--- src/hw/rtl/ntpcal_pkg.sv ---
`timescale 1ns / 1ps
// ----------------------------------------------------------------------------
// ntpcal_pkg
// Shared types and constants for the NTP seconds to BCD calendar unit.
// ----------------------------------------------------------------------------
package ntpcal_pkg;

	localparam logic [31:0] EPOCH_GAP    = 32'd2208988800;
	localparam logic [31:0] DAY_SECONDS  = 32'd86400;
	localparam logic [31:0] HOUR_SECONDS = 32'd3600;
	localparam logic [31:0] MIN_SECONDS  = 32'd60;
	localparam logic [31:0] WEEK_DAYS    = 32'd7;
	localparam logic [6:0]  Y2K_OFFSET   = 7'd30;
	localparam logic [3:0]  LAST_MONTH   = 4'd12;

	typedef logic [3:0] step_t;

	typedef enum logic [2:0] {
		SEL_GAP,
		SEL_DAY,
		SEL_HOUR,
		SEL_MIN,
		SEL_WEEK,
		SEL_YEAR,
		SEL_Y2K,
		SEL_MONTH
	} sel_t;

	typedef enum logic [2:0] {
		X_NONE,
		X_DAYS,
		X_HOURS,
		X_MIN,
		X_WD,
		X_MON,
		X_EMIT
	} xfer_t;

	typedef enum logic [2:0] {
		J_NEXT,
		J_KLOOP,
		J_FIT,
		J_NOFIT,
		J_DONE
	} jmp_t;

	typedef struct packed {
		sel_t       sel;
		logic       sub_en;
		logic       set_oor;
		logic       k_dec;
		logic       k_ld;
		logic [3:0] k_val;
		xfer_t      xfer;
		jmp_t       jmp;
		step_t      target;
	} ctrl_t;

	typedef struct packed {
		logic fit;
		logic k_zero;
	} stat_t;

	localparam ctrl_t CTRL_NOP = '{
		sel: SEL_GAP, sub_en: 1'b0, set_oor: 1'b0, k_dec: 1'b0, k_ld: 1'b0,
		k_val: 4'd0, xfer: X_NONE, jmp: J_DONE, target: 4'd0
	};

	function automatic logic [7:0] bin2bcd(input logic [6:0] v);
		logic [14:0] p;
		logic [3:0]  t;
		logic [6:0]  o;
		p = 15'(v) * 15'd205;
		t = p[14:11];
		o = v - 7'(t) * 7'd10;
		return {t, o[3:0]};
	endfunction

endpackage

--- src/hw/rtl/ntpcal_useq.sv ---
`timescale 1ns / 1ps
// ----------------------------------------------------------------------------
// ntpcal_useq
// Microcode sequencer: step counter, control store and jump logic.
// ----------------------------------------------------------------------------
module ntpcal_useq (
	input  logic               clk,
	input  logic               arst_n,
	input  logic               start,
	input  ntpcal_pkg::stat_t  stat,
	output logic               busy,
	output logic               load,
	output ntpcal_pkg::ctrl_t  ctrl
);
	import ntpcal_pkg::*;

	localparam step_t ST_GAP   = 4'd0;
	localparam step_t ST_DAY   = 4'd1;
	localparam step_t ST_XDAY  = 4'd2;
	localparam step_t ST_HOUR  = 4'd3;
	localparam step_t ST_XHOUR = 4'd4;
	localparam step_t ST_MIN   = 4'd5;
	localparam step_t ST_XMIN  = 4'd6;
	localparam step_t ST_WEEK  = 4'd7;
	localparam step_t ST_XWD   = 4'd8;
	localparam step_t ST_YEAR  = 4'd9;
	localparam step_t ST_Y2K   = 4'd10;
	localparam step_t ST_MONTH = 4'd11;
	localparam step_t ST_EMIT  = 4'd12;

	function automatic ctrl_t ucode(input step_t s);
		ctrl_t c;
		c = CTRL_NOP;
		case (s)
			ST_GAP: begin
				c.sel = SEL_GAP; c.sub_en = 1'b1; c.set_oor = 1'b1;
				c.k_ld = 1'b1; c.k_val = 4'd14;
				c.jmp = J_NOFIT; c.target = ST_EMIT;
			end
			ST_DAY: begin
				c.sel = SEL_DAY; c.sub_en = 1'b1; c.k_dec = 1'b1; c.jmp = J_KLOOP;
			end
			ST_XDAY: begin
				c.xfer = X_DAYS; c.k_ld = 1'b1; c.k_val = 4'd4; c.jmp = J_NEXT;
			end
			ST_HOUR: begin
				c.sel = SEL_HOUR; c.sub_en = 1'b1; c.k_dec = 1'b1; c.jmp = J_KLOOP;
			end
			ST_XHOUR: begin
				c.xfer = X_HOURS; c.k_ld = 1'b1; c.k_val = 4'd5; c.jmp = J_NEXT;
			end
			ST_MIN: begin
				c.sel = SEL_MIN; c.sub_en = 1'b1; c.k_dec = 1'b1; c.jmp = J_KLOOP;
			end
			ST_XMIN: begin
				c.xfer = X_MIN; c.k_ld = 1'b1; c.k_val = 4'd12; c.jmp = J_NEXT;
			end
			ST_WEEK: begin
				c.sel = SEL_WEEK; c.sub_en = 1'b1; c.k_dec = 1'b1; c.jmp = J_KLOOP;
			end
			ST_XWD: begin
				c.xfer = X_WD; c.jmp = J_NEXT;
			end
			ST_YEAR: begin
				c.sel = SEL_YEAR; c.sub_en = 1'b1; c.jmp = J_FIT;
			end
			ST_Y2K: begin
				c.sel = SEL_Y2K; c.set_oor = 1'b1; c.xfer = X_MON;
				c.jmp = J_NOFIT; c.target = ST_EMIT;
			end
			ST_MONTH: begin
				c.sel = SEL_MONTH; c.sub_en = 1'b1; c.jmp = J_FIT;
			end
			ST_EMIT: begin
				c.xfer = X_EMIT; c.jmp = J_DONE;
			end
			default: c = CTRL_NOP;
		endcase
		return c;
	endfunction

	logic  run_q;
	step_t step_q;
	ctrl_t word;

	assign word = ucode(step_q);
	assign ctrl = run_q ? word : CTRL_NOP;
	assign busy = run_q;
	assign load = start && !run_q;

	always_ff @(posedge clk or negedge arst_n) begin
		if (!arst_n) begin
			run_q  <= 1'b0;
			step_q <= ST_GAP;
		end else if (load) begin
			run_q  <= 1'b1;
			step_q <= ST_GAP;
		end else if (run_q) begin
			case (word.jmp)
				J_NEXT:  step_q <= step_q + 4'd1;
				J_KLOOP: if (stat.k_zero) step_q <= step_q + 4'd1;
				J_FIT:   if (!stat.fit) step_q <= step_q + 4'd1;
				J_NOFIT: step_q <= stat.fit ? step_q + 4'd1 : word.target;
				J_DONE:  run_q <= 1'b0;
				default: run_q <= 1'b0;
			endcase
		end
	end

endmodule

--- src/hw/rtl/ntpcal_dpath.sv ---
`timescale 1ns / 1ps
// ----------------------------------------------------------------------------
// ntpcal_dpath
// Datapath: one compare-and-subtract unit, working registers, result registers.
// ----------------------------------------------------------------------------
module ntpcal_dpath (
	input  logic               clk,
	input  logic               arst_n,
	input  logic               load,
	input  logic [31:0]        ntp_seconds,
	input  ntpcal_pkg::ctrl_t  ctrl,
	output ntpcal_pkg::stat_t  stat,
	output logic               done,
	output logic [6:0]         seconds_bcd,
	output logic [6:0]         minutes_bcd,
	output logic [5:0]         hours_bcd,
	output logic [2:0]         weekday,
	output logic [5:0]         date_bcd,
	output logic [4:0]         month_bcd,
	output logic [7:0]         year_bcd,
	output logic               out_of_range
);
	import ntpcal_pkg::*;

	logic [31:0] r_q;
	logic [14:0] q_q;
	logic [3:0]  k_q;
	logic [14:0] days_q;
	logic [4:0]  hh_q;
	logic [5:0]  mm_q;
	logic [5:0]  ss_q;
	logic [2:0]  wd_q;
	logic [6:0]  yr_q;
	logic [3:0]  mon_q;
	logic        oor_q;
	logic        done_q;

	logic [6:0]  sec_q, min_q;
	logic [5:0]  hour_q, date_q;
	logic [2:0]  wday_q;
	logic [4:0]  month_q;
	logic [7:0]  year_q;
	logic        oor_out_q;

	logic        leap;
	logic [8:0]  ylen;
	logic [4:0]  mlen;
	logic [31:0] operand;
	logic [31:0] diff;
	logic        fit;
	logic        is_div;
	logic [7:0]  bcd_ss, bcd_mm, bcd_hh, bcd_dd, bcd_mo, bcd_yy;

	always_comb begin
		leap = (yr_q[1:0] == 2'd2);
		ylen = leap ? 9'd366 : 9'd365;
		if (mon_q == 4'd2) begin
			mlen = leap ? 5'd29 : 5'd28;
		end else if (mon_q inside {4'd4, 4'd6, 4'd9, 4'd11}) begin
			mlen = 5'd30;
		end else begin
			mlen = 5'd31;
		end
	end

	always_comb begin
		case (ctrl.sel)
			SEL_GAP:   operand = EPOCH_GAP;
			SEL_DAY:   operand = DAY_SECONDS << k_q;
			SEL_HOUR:  operand = HOUR_SECONDS << k_q;
			SEL_MIN:   operand = MIN_SECONDS << k_q;
			SEL_WEEK:  operand = WEEK_DAYS << k_q;
			SEL_YEAR:  operand = 32'(ylen);
			SEL_MONTH: operand = 32'(mlen);
			default:   operand = '0;
		endcase
		diff   = r_q - operand;
		is_div = ctrl.sel inside {SEL_DAY, SEL_HOUR, SEL_MIN, SEL_WEEK};
		case (ctrl.sel)
			SEL_Y2K:   fit = (yr_q >= Y2K_OFFSET);
			SEL_MONTH: fit = (mon_q != LAST_MONTH) && (r_q >= operand);
			default:   fit = (r_q >= operand);
		endcase
	end

	assign stat.fit    = fit;
	assign stat.k_zero = (k_q == 4'd0);

	always_comb begin
		bcd_ss = bin2bcd({1'b0, ss_q});
		bcd_mm = bin2bcd({1'b0, mm_q});
		bcd_hh = bin2bcd({2'b0, hh_q});
		bcd_dd = bin2bcd(7'(r_q[4:0]) + 7'd1);
		bcd_mo = bin2bcd({3'b0, mon_q});
		bcd_yy = bin2bcd(yr_q - Y2K_OFFSET);
	end

	always_ff @(posedge clk or negedge arst_n) begin
		if (!arst_n) begin
			done_q <= 1'b0;
			k_q    <= '0;
			oor_q  <= 1'b0;
		end else if (load) begin
			done_q <= 1'b0;
			k_q    <= '0;
			oor_q  <= 1'b0;
		end else begin
			done_q <= (ctrl.xfer == X_EMIT);
			if (ctrl.k_ld) begin
				k_q <= ctrl.k_val;
			end else if (ctrl.k_dec) begin
				k_q <= k_q - 4'd1;
			end
			if (ctrl.set_oor && !fit) begin
				oor_q <= 1'b1;
			end
		end
	end

	always_ff @(posedge clk) begin
		if (load) begin
			r_q <= ntp_seconds;
			q_q <= '0;
		end else begin
			if (ctrl.sub_en && fit) begin
				r_q <= diff;
				if (is_div) begin
					q_q[k_q] <= 1'b1;
				end
				if (ctrl.sel == SEL_YEAR) begin
					yr_q <= yr_q + 7'd1;
				end
				if (ctrl.sel == SEL_MONTH) begin
					mon_q <= mon_q + 4'd1;
				end
			end
			case (ctrl.xfer)
				X_NONE: begin
				end
				X_DAYS: begin
					days_q <= q_q;
					q_q    <= '0;
				end
				X_HOURS: begin
					hh_q <= q_q[4:0];
					q_q  <= '0;
				end
				X_MIN: begin
					mm_q <= q_q[5:0];
					ss_q <= r_q[5:0];
					q_q  <= '0;
					r_q  <= {16'b0, {1'b0, days_q} + 16'd3};
				end
				X_WD: begin
					wd_q <= r_q[2:0] + 3'd1;
					q_q  <= '0;
					r_q  <= {17'b0, days_q};
					yr_q <= '0;
				end
				X_MON: begin
					mon_q <= 4'd1;
				end
				X_EMIT: begin
					oor_out_q <= oor_q;
					if (oor_q) begin
						sec_q   <= '0;
						min_q   <= '0;
						hour_q  <= '0;
						wday_q  <= '0;
						date_q  <= '0;
						month_q <= '0;
						year_q  <= '0;
					end else begin
						sec_q   <= bcd_ss[6:0];
						min_q   <= bcd_mm[6:0];
						hour_q  <= bcd_hh[5:0];
						wday_q  <= wd_q;
						date_q  <= bcd_dd[5:0];
						month_q <= bcd_mo[4:0];
						year_q  <= bcd_yy;
					end
				end
				default: begin
				end
			endcase
		end
	end

	assign done         = done_q;
	assign seconds_bcd  = sec_q;
	assign minutes_bcd  = min_q;
	assign hours_bcd    = hour_q;
	assign weekday      = wday_q;
	assign date_bcd     = date_q;
	assign month_bcd    = month_q;
	assign year_bcd     = year_q;
	assign out_of_range = oor_out_q;

endmodule

--- src/hw/rtl/ntp_seconds_to_bcd_calendar_unit.sv ---
`timescale 1ns / 1ps
// ----------------------------------------------------------------------------
// ntp_seconds_to_bcd_calendar_unit
// NTP era-zero seconds to packed BCD calendar fields and weekday.
// ----------------------------------------------------------------------------
// Usage:
//   Input: drive ntp_seconds and raise start; the transfer happens on a
//   rising edge with start high and busy low. busy stays high while the
//   microcode runs.
//   Output: done is high for exactly one cycle with all result fields
//   valid; the receiver takes the transfer in that cycle and cannot stall.
//   Timing: the time from the start transfer to the done strobe grows
//   with Y (0 to 66), the number of whole years walked from 1970, and M
//   (0 to 11), the number of whole months walked; both walks run through
//   the single compare-and-subtract unit. Times before 1970 go straight
//   to the done strobe after the epoch step, and other times before 2000
//   go to it after the year walk, skipping the month walk.
//   Throughput: one conversion at a time; start is taken again in the
//   cycle done is high.
//   Reset: arst_n clears the sequencer and the done strobe; the block is
//   then idle and ready.
// ----------------------------------------------------------------------------
module ntp_seconds_to_bcd_calendar_unit (
	input  logic        clk,
	input  logic        arst_n,
	input  logic        start,
	output logic        busy,
	input  logic [31:0] ntp_seconds,
	output logic        done,
	output logic [6:0]  seconds_bcd,
	output logic [6:0]  minutes_bcd,
	output logic [5:0]  hours_bcd,
	output logic [2:0]  weekday,
	output logic [5:0]  date_bcd,
	output logic [4:0]  month_bcd,
	output logic [7:0]  year_bcd,
	output logic        out_of_range
);
	import ntpcal_pkg::*;

	ctrl_t ctrl;
	stat_t stat;
	logic  load;

	ntpcal_useq u_useq (
		.clk    (clk),
		.arst_n (arst_n),
		.start  (start),
		.stat   (stat),
		.busy   (busy),
		.load   (load),
		.ctrl   (ctrl)
	);

	ntpcal_dpath u_dpath (
		.clk          (clk),
		.arst_n       (arst_n),
		.load         (load),
		.ntp_seconds  (ntp_seconds),
		.ctrl         (ctrl),
		.stat         (stat),
		.done         (done),
		.seconds_bcd  (seconds_bcd),
		.minutes_bcd  (minutes_bcd),
		.hours_bcd    (hours_bcd),
		.weekday      (weekday),
		.date_bcd     (date_bcd),
		.month_bcd    (month_bcd),
		.year_bcd     (year_bcd),
		.out_of_range (out_of_range)
	);

endmodule

--- config.mk ---
export PLATFORM = sky130hd
export DESIGN_NAME = ntp_seconds_to_bcd_calendar_unit
export DESIGN_NICKNAME = d
export VERILOG_FILES = /design/src/hw/rtl/ntpcal_pkg.sv /design/src/hw/rtl/ntpcal_useq.sv /design/src/hw/rtl/ntpcal_dpath.sv /design/src/hw/rtl/ntp_seconds_to_bcd_calendar_unit.sv
export SDC_FILE = /design/constraint.sdc
export NUM_CORES = 1
export LEC_CHECK = 0
export BUFFER_PORTS_ARGS = -buffer_cell sky130_fd_sc_hd__buf_2
export CORE_AREA = 2 2 172 174
export DETAILED_ROUTE_END_ITERATION = 8
export DIE_AREA = 0 0 174 176
export HOLD_SLACK_MARGIN = 0.03
export MAX_ROUTING_LAYER = met4
export PLACE_DENSITY_LB_ADDON = 0.05
export SKIP_LAST_GASP = 1
export SLEW_MARGIN = 20
export SYNTH_ARGS = -nofsm -noshare
export SYNTH_HDL_FRONTEND = slang
export SYNTH_SLANG_ARGS = --single-unit
export TNS_END_PERCENT = 1
--- constraint.sdc ---
create_clock -name clk -period 5.4 [get_ports clk]
set_input_delay 1.08 -clock clk [delete_from_list [all_inputs] [get_ports clk]]
set_output_delay 1.08 -clock clk [all_outputs]
set_load 0.01 [all_outputs]
==> results.sh, run 1 <==
export IMPL_synth_area_per_cell_um2=9.54
export IMPL_ys_types=79
export IMPL_drt_wl_total_um=31600
export IMPL_rsz0062_at_grt="true"
export IMPL_areaGrowthSynthToFinish_pct=12.6
export IMPL_finalHoldViolCount=0
export IMPL_grtUsageTotal_pct=22.0
export IMPL_critPathArrivalTime_ns=5.34
export IMPL_mostFrequentLayoutCell="ha_1"
export IMPL_die_y_um=176
export IMPL_ys_async_sr_fraction_pct=7.48
export IMPL_fin_crit_sh_pct=95.6
export IMPL_crit_required_ns=5.57
export IMPL_cp_max_fo=5
export IMPL_antenna_found_initial=0
export IMPL_ant_nets=0
export IMPL_netlist_area_um2=12800
export IMPL_ys_ff_latch=147
export IMPL_drc=0
export IMPL_hp_class="flop to flop"
export IMPL_dp_cells=1803
export IMPL_period_needed_ns=5.16
export IMPL_layout_common_cells="ha_1 (197), edfxtp_1 (121), nand2_1 (107)"
export IMPL_io_buffers=79
export IMPL_path_clk_slew_ns=0.06
export IMPL_synth_largest_area_cell="edfxtp_1"
export IMPL_synth_enable_flop_cells=121
export IMPL_rows=62
export IMPL_setup_slack_ns=0.238
export IMPL_grt_max_degree=45
export IMPL_drt_initial_drc_count=744
export IMPL_die_w_um=174
export IMPL_routedWlPerCell_um=17.2
export IMPL_numCtsBuffers=17
export IMPL_ys_seq_area_share_pct=32.8
export IMPL_synthCells=1345
export IMPL_yosysWarnings=0
export IMPL_synth_top_family_by_area="adder cells"
export IMPL_holdWs_ns=0.435
export IMPL_cp_end_kind="flop"
export IMPL_drtPass1Iterations=5
export IMPL_synth_simple_area_share_pct=14.6
export IMPL_cts_root_buffer="clkbuf_16"
export IMPL_io_pin_count=80
export IMPL_clkLatencyLatePin_ns=0.43
export IMPL_grt_pass1_wl_um=51900
export IMPL_max_freq_mhz=194
export IMPL_initial_core_util_pct=44.9
export IMPL_grt_overflow=0
export IMPL_syn_num_nets=1611
export IMPL_cap_violations=0
export IMPL_instances_no_fill=1835
export IMPL_vias=10019
export IMPL_setup_tns_ns=0
export IMPL_dieArea_um2=30600
export IMPL_yosys_area_top_type_share_pct=28.3
export IMPL_criticalPathCategory="flop to flop"
export IMPL_fin_worst_skew_ns=0.0126
export IMPL_grt_pass1_vias=9924
export IMPL_slew_violations=0
export IMPL_n_antenna_cell=0
export IMPL_synthAdderAreaFrac_pct=24.5
export IMPL_core_area_um2=28500
export IMPL_synth_area_leaders="edfxtp_1 (28%), ha_1 (19%), fa_1 (5.3%), o21ai_0 (3.5%), a21oi_1 (3.4%)"
export IMPL_finalSetupViolCount=0
export IMPL_tightest_slew_ns=0.835
export IMPL_start_kind="flop"
export IMPL_synth_flop_cell="edfxtp_1"
export IMPL_outcome="finished clean"
export IMPL_synth_area_mux_share_pct=0.644
export IMPL_vias_per_cell=5.46
export IMPL_cts_tree="built"
export IMPL_htree_levels=4
export IMPL_drive_gt1_share_pct=13.4
export IMPL_synth_xor_area_share_pct=5.60
export IMPL_place_congestion=0.896
export IMPL_dpl_hpwl_um=24900
export IMPL_synth_compound_area_share_pct=17.0
export IMPL_cts_buffer_depth=2
export IMPL_nNetsFinal=1704
export IMPL_relSlewSlack_pct=44.2
export IMPL_place_ws_ns=0.125
export IMPL_cts_sinks=147
[cells in the mapped netlist (6+ instances only)]
cell type and n:
edfxtp_1 121, fa_1 34, nor2b_1 17, a22o_1 18
or3_1 6, clkbuf_1 38, xnor2_1 48, inv_1 104
o21ai_0 90, nor3_1 20, and3_1 13, dfrtp_1 11
a211oi_1 7, o31ai_1 7, mux2i_1 6, nand3_1 46
nor2_1 97, a31oi_1 14, a21oi_1 88, o211ai_1 13
ha_1 197, o21a_1 10, nand2b_1 10, o21bai_1 6
buf_2 10, and2_1 16, xor2_1 34, dfxtp_1 15
nand4_1 12, nand2_1 107, a21o_1 21, or2_2 12
[per-layer routing]
metal / global-route usage, % / vias to the layer above / share of wire [%]
met5: - / - / 0
met4: 5.25 / 0 / 1.7
met3: 2.93 / 24 / 3.2
met2: 35.1 / 203 / 46
met1: 29.9 / 4726 / 49
li1: - / 5066 / -
[worst max-delay path: stages, from the launching register on]
cell and delay [ns]:
edfxtp_1 0.42, ha_1 0.25, nand3_1 0.13, xor2_1 0.18
ha_1 0.32, inv_1 0.06, fa_1 0.50, inv_1 0.04
ha_1 0.30, fa_1 0.47, ha_1 0.24, a211oi_1 0.22
a211oi_1 0.09, a41oi_2 0.25, nand2b_1 0.11, xor2_1 0.19
ha_1 0.21, fa_1 0.37, xor2_1 0.18, xnor2_1 0.17
xnor2_1 0.14, nor2_1 0.05
[metrics by stage]
| stage | util, % | instance area, um^2 |
|---|---|---|
| finish | 50.6 | 14400 |
| global route | 50.6 | 14400 |
| CTS | 50.5 | 14400 |
| detailed placement | 48.6 | 13900 |
| global placement | 48.6 | 13900 |
| floorplan | - | 12800 |
[kinds of logic (layout without fill, tap and decap cells)]
kind of cell / after synthesis / after routing
AOI/OAI and AO/OA: 335 / 335
xor gates and xnor gates: 82 / 82
adders and majority gates: 231 / 231
buffers and inverters: 160 / 266
DFF: 147 / 147
muxes: 8 / 8
and+or+nand+nor: 382 / 382
[state kept, by name (all words and copies together), names as in the netlist, 7 cells and up]
name,cells
u_dpath.year_bcd,8
u_dpath.seconds_bcd,7
u_dpath.yr_q,7
u_dpath.days_q,15
u_dpath.r_q,32
u_dpath.q_q,15
u_dpath.minutes_bcd,7
[worst paths after layout]
kind / cells past startpoint / start / endpoint / slack [ns]
min: 0 / u_dpath.q_q[13] / u_dpath.days_q[13] / 0.43
min reg2reg: 0 / u_dpath.q_q[13] / u_dpath.days_q[13] / 0.43
min in group asynchronous: 1 / arst_n / u_useq.busy / 0.54
max: 21 / u_dpath.yr_q[1] / u_dpath.year_bcd[3] / 0.24
max reg2reg: 21 / u_dpath.yr_q[1] / u_dpath.year_bcd[3] / 0.24
max in group asynchronous: 1 / arst_n / u_dpath.k_q[0] / 4.62
[timing repair]
action / CTS / global route
endpoints found under the setup margin: 0 / 2
resized for setup: 0 / 2
setup buffers: 0 / 0
hold buffers: 0 / 0
[layout make-up]
cell class,instances,area [um^2]
clock buffer,19,443
clock inverter,13,106
fill,2724,14100
inverter,109,409
multi-input combinational,1038,8040
sequential,147,4210
tap,384,480
timing repair buffer,125,753
Power of run 1 is left out: the tool's default activity adds up to more than one toggle a clock period on the data nets, which glitch-free logic cannot reach.
==> run 2: changes to the inputs <==
--- a/config.mk
+++ b/config.mk
@@ -5,10 +5,11 @@
 export SDC_FILE = /design/constraint.sdc
 export NUM_CORES = 1
 export LEC_CHECK = 0
-export BUFFER_PORTS_ARGS = -buffer_cell sky130_fd_sc_hd__buf_2
 export CORE_AREA = 2 2 172 174
+export CTS_BUF_LIST = sky130_fd_sc_hd__clkbuf_16
 export DETAILED_ROUTE_END_ITERATION = 8
 export DIE_AREA = 0 0 174 176
+export DONT_BUFFER_PORTS = 1
 export HOLD_SLACK_MARGIN = 0.03
 export MAX_ROUTING_LAYER = met4
 export PLACE_DENSITY_LB_ADDON = 0.05
==> results.sh, run 2 (synthesized netlist as in run 1, its figures left out) <==
export IMPL_vias_per_cell=5.59
export IMPL_fin_worst_skew_ns=0.0168
export IMPL_place_congestion=0.934
export IMPL_cp_max_fo=5
export IMPL_relSlewSlack_pct=44.2
export IMPL_max_freq_mhz=193
export IMPL_antenna_found_initial=0
export IMPL_drtPass1Iterations=5
export IMPL_cts_root_buffer="clkbuf_16"
export IMPL_clkLatencyLatePin_ns=0.44
export IMPL_routedWlPerCell_um=18.6
export IMPL_rr_worst_depth=20
export IMPL_io_buffers=0
export IMPL_cts_buffer_depth=2
export IMPL_core_area_um2=28500
export IMPL_grt_max_degree=45
export IMPL_reg_top3="u_dpath.r_q x32, u_dpath.days_q x15, u_dpath.q_q x15"
export IMPL_drive_gt1_share_pct=10.2
export IMPL_largest_reg_flops=32
export IMPL_drt_initial_drc_count=575
export IMPL_htree_levels=4
export IMPL_ant_nets=0
export IMPL_areaGrowthSynthToFinish_pct=11.4
export IMPL_fillCellCount=2735
export IMPL_regMostFlops="u_dpath.r_q"
export IMPL_cp_end_kind="flop"
export IMPL_vias=9916
export IMPL_nNetsFinal=1642
export IMPL_period_needed_ns=5.19
export IMPL_die_y_um=176
export IMPL_n_antenna_cell=0
export IMPL_dieArea_um2=30600
export IMPL_design_area_um2=14300
export IMPL_layout_common_cells="ha_1 (196), edfxtp_1 (121), nand2_1 (107)"
export IMPL_grtUsageTotal_pct=23.0
export IMPL_place_area_um2=13600
export IMPL_finalSetupViolCount=0
export IMPL_finalHoldViolCount=0
export IMPL_mostFrequentLayoutCell="ha_1"
export IMPL_cts_tree="built"
export IMPL_cts_sinks=147
export IMPL_grt_pass1_vias=9947
export IMPL_grt_pass1_wl_um=53600
export IMPL_drt_wl_total_um=33000
export IMPL_outcome="finished clean"
export IMPL_crit_required_ns=5.57
export IMPL_criticalPathCategory="flop to flop"
export IMPL_holdWs_ns=0.337
export IMPL_fin_crit_sh_pct=96.0
export IMPL_drc=0
export IMPL_start_kind="flop"
export IMPL_rsz0062_at_grt="true"
export IMPL_critPathArrivalTime_ns=5.36
export IMPL_initial_core_util_pct=44.9
export IMPL_path_clk_slew_ns=0.07
export IMPL_grt_overflow=0
export IMPL_hp_class="primary input to asynchronous set/reset pin"
export IMPL_io_pin_count=80
export IMPL_die_w_um=174
export IMPL_tightest_slew_ns=0.835
export IMPL_slew_violations=0
export IMPL_cap_violations=0
export IMPL_numCtsBuffers=17
export IMPL_dpl_hpwl_um=25700
export IMPL_rows=62
run 2: cell types whose count changed in the layout (fill, tap and decap cells not counted), moves of 2 or more:
cell	change
buf_4	+16
xor2_1	-3
inv_4	-3
inv_8	+2
xor2_2	+3
buf_2	-79
clkinv_8	+2
inv_6	-3
run 2: final cells by class:
class / instances / area, um^2 / area share [%]
Multi-Input combinational cell: 1038 / 8090 / 56.6
Sequential cell: 147 / 4210 / 29.5
Clock inverter: 14 / 160 / 1.12
Inverter: 109 / 409 / 2.86
Timing Repair Buffer: 63 / 489 / 3.42
Tap cell: 384 / 480 / 3.36
Clock buffer: 18 / 450 / 3.15
run 2: worst paths after layout:
| kind | from | to | slack (ns) |
|---|---|---|---|
| max | u_dpath.yr_q[1] | u_dpath.year_bcd[3] | 0.21 |
| max reg2reg | u_dpath.yr_q[1] | u_dpath.year_bcd[3] | 0.21 |
| min | arst_n | u_useq.busy | 0.34 |
| max in group asynchronous | arst_n | u_dpath.k_q[0] | 4.98 |
| min in group clk | u_dpath.q_q[12] | u_dpath.days_q[12] | 0.43 |
| min reg2reg | u_dpath.q_q[12] | u_dpath.days_q[12] | 0.43 |
run 2: metrics by stage:
| step | setup slack, ns | std cells | utilization (%) | TNS, ns |
|---|---|---|---|---|
| floorplan | 0.285 | 1345 | - | 0 |
| global placement | 0.222 | 1740 | 47.6 | 0 |
| detailed placement | 0.0970 | 1740 | 47.6 | 0 |
| CTS | 0.0619 | 1772 | 49.8 | 0 |
| global route | -0.0879 | 1773 | 50.0 | -0.167 |
| finish | 0.213 | 1773 | 50.0 | 0 |
run 2: what timing repair did:
item	CTS	global route
hold buffers	0	0
setup buffers	0	1
endpoints found under the setup margin	0	11
resized for setup	0	12
run 2: metal layers:
layer | wire (um) | GRT usage (%)
met1 | 15700 | 30.0
met2 | 15000 | 36.3
met3 | 1420 | 4.13
met4 | 919 | 7.63
met5 | 0 | -
run 2: worst max-delay path, cell delays in order, from the launching register on:
cell      delay (ns)
edfxtp_1        0.48
ha_2            0.27
nand3_2         0.12
xor2_2          0.17
buf_4           0.15
ha_1            0.34
fa_1            0.45
fa_1            0.47
ha_1            0.32
ha_1            0.33
a21oi_1         0.15
nor2b_1         0.08
a41oi_2         0.19
nand2b_1        0.13
xor2_2          0.19
ha_1            0.21
fa_2            0.36
xor2_2          0.16
xnor2_1         0.19
xnor2_1         0.13
nor2_1          0.05
Power of run 2 is left out for the same reason.
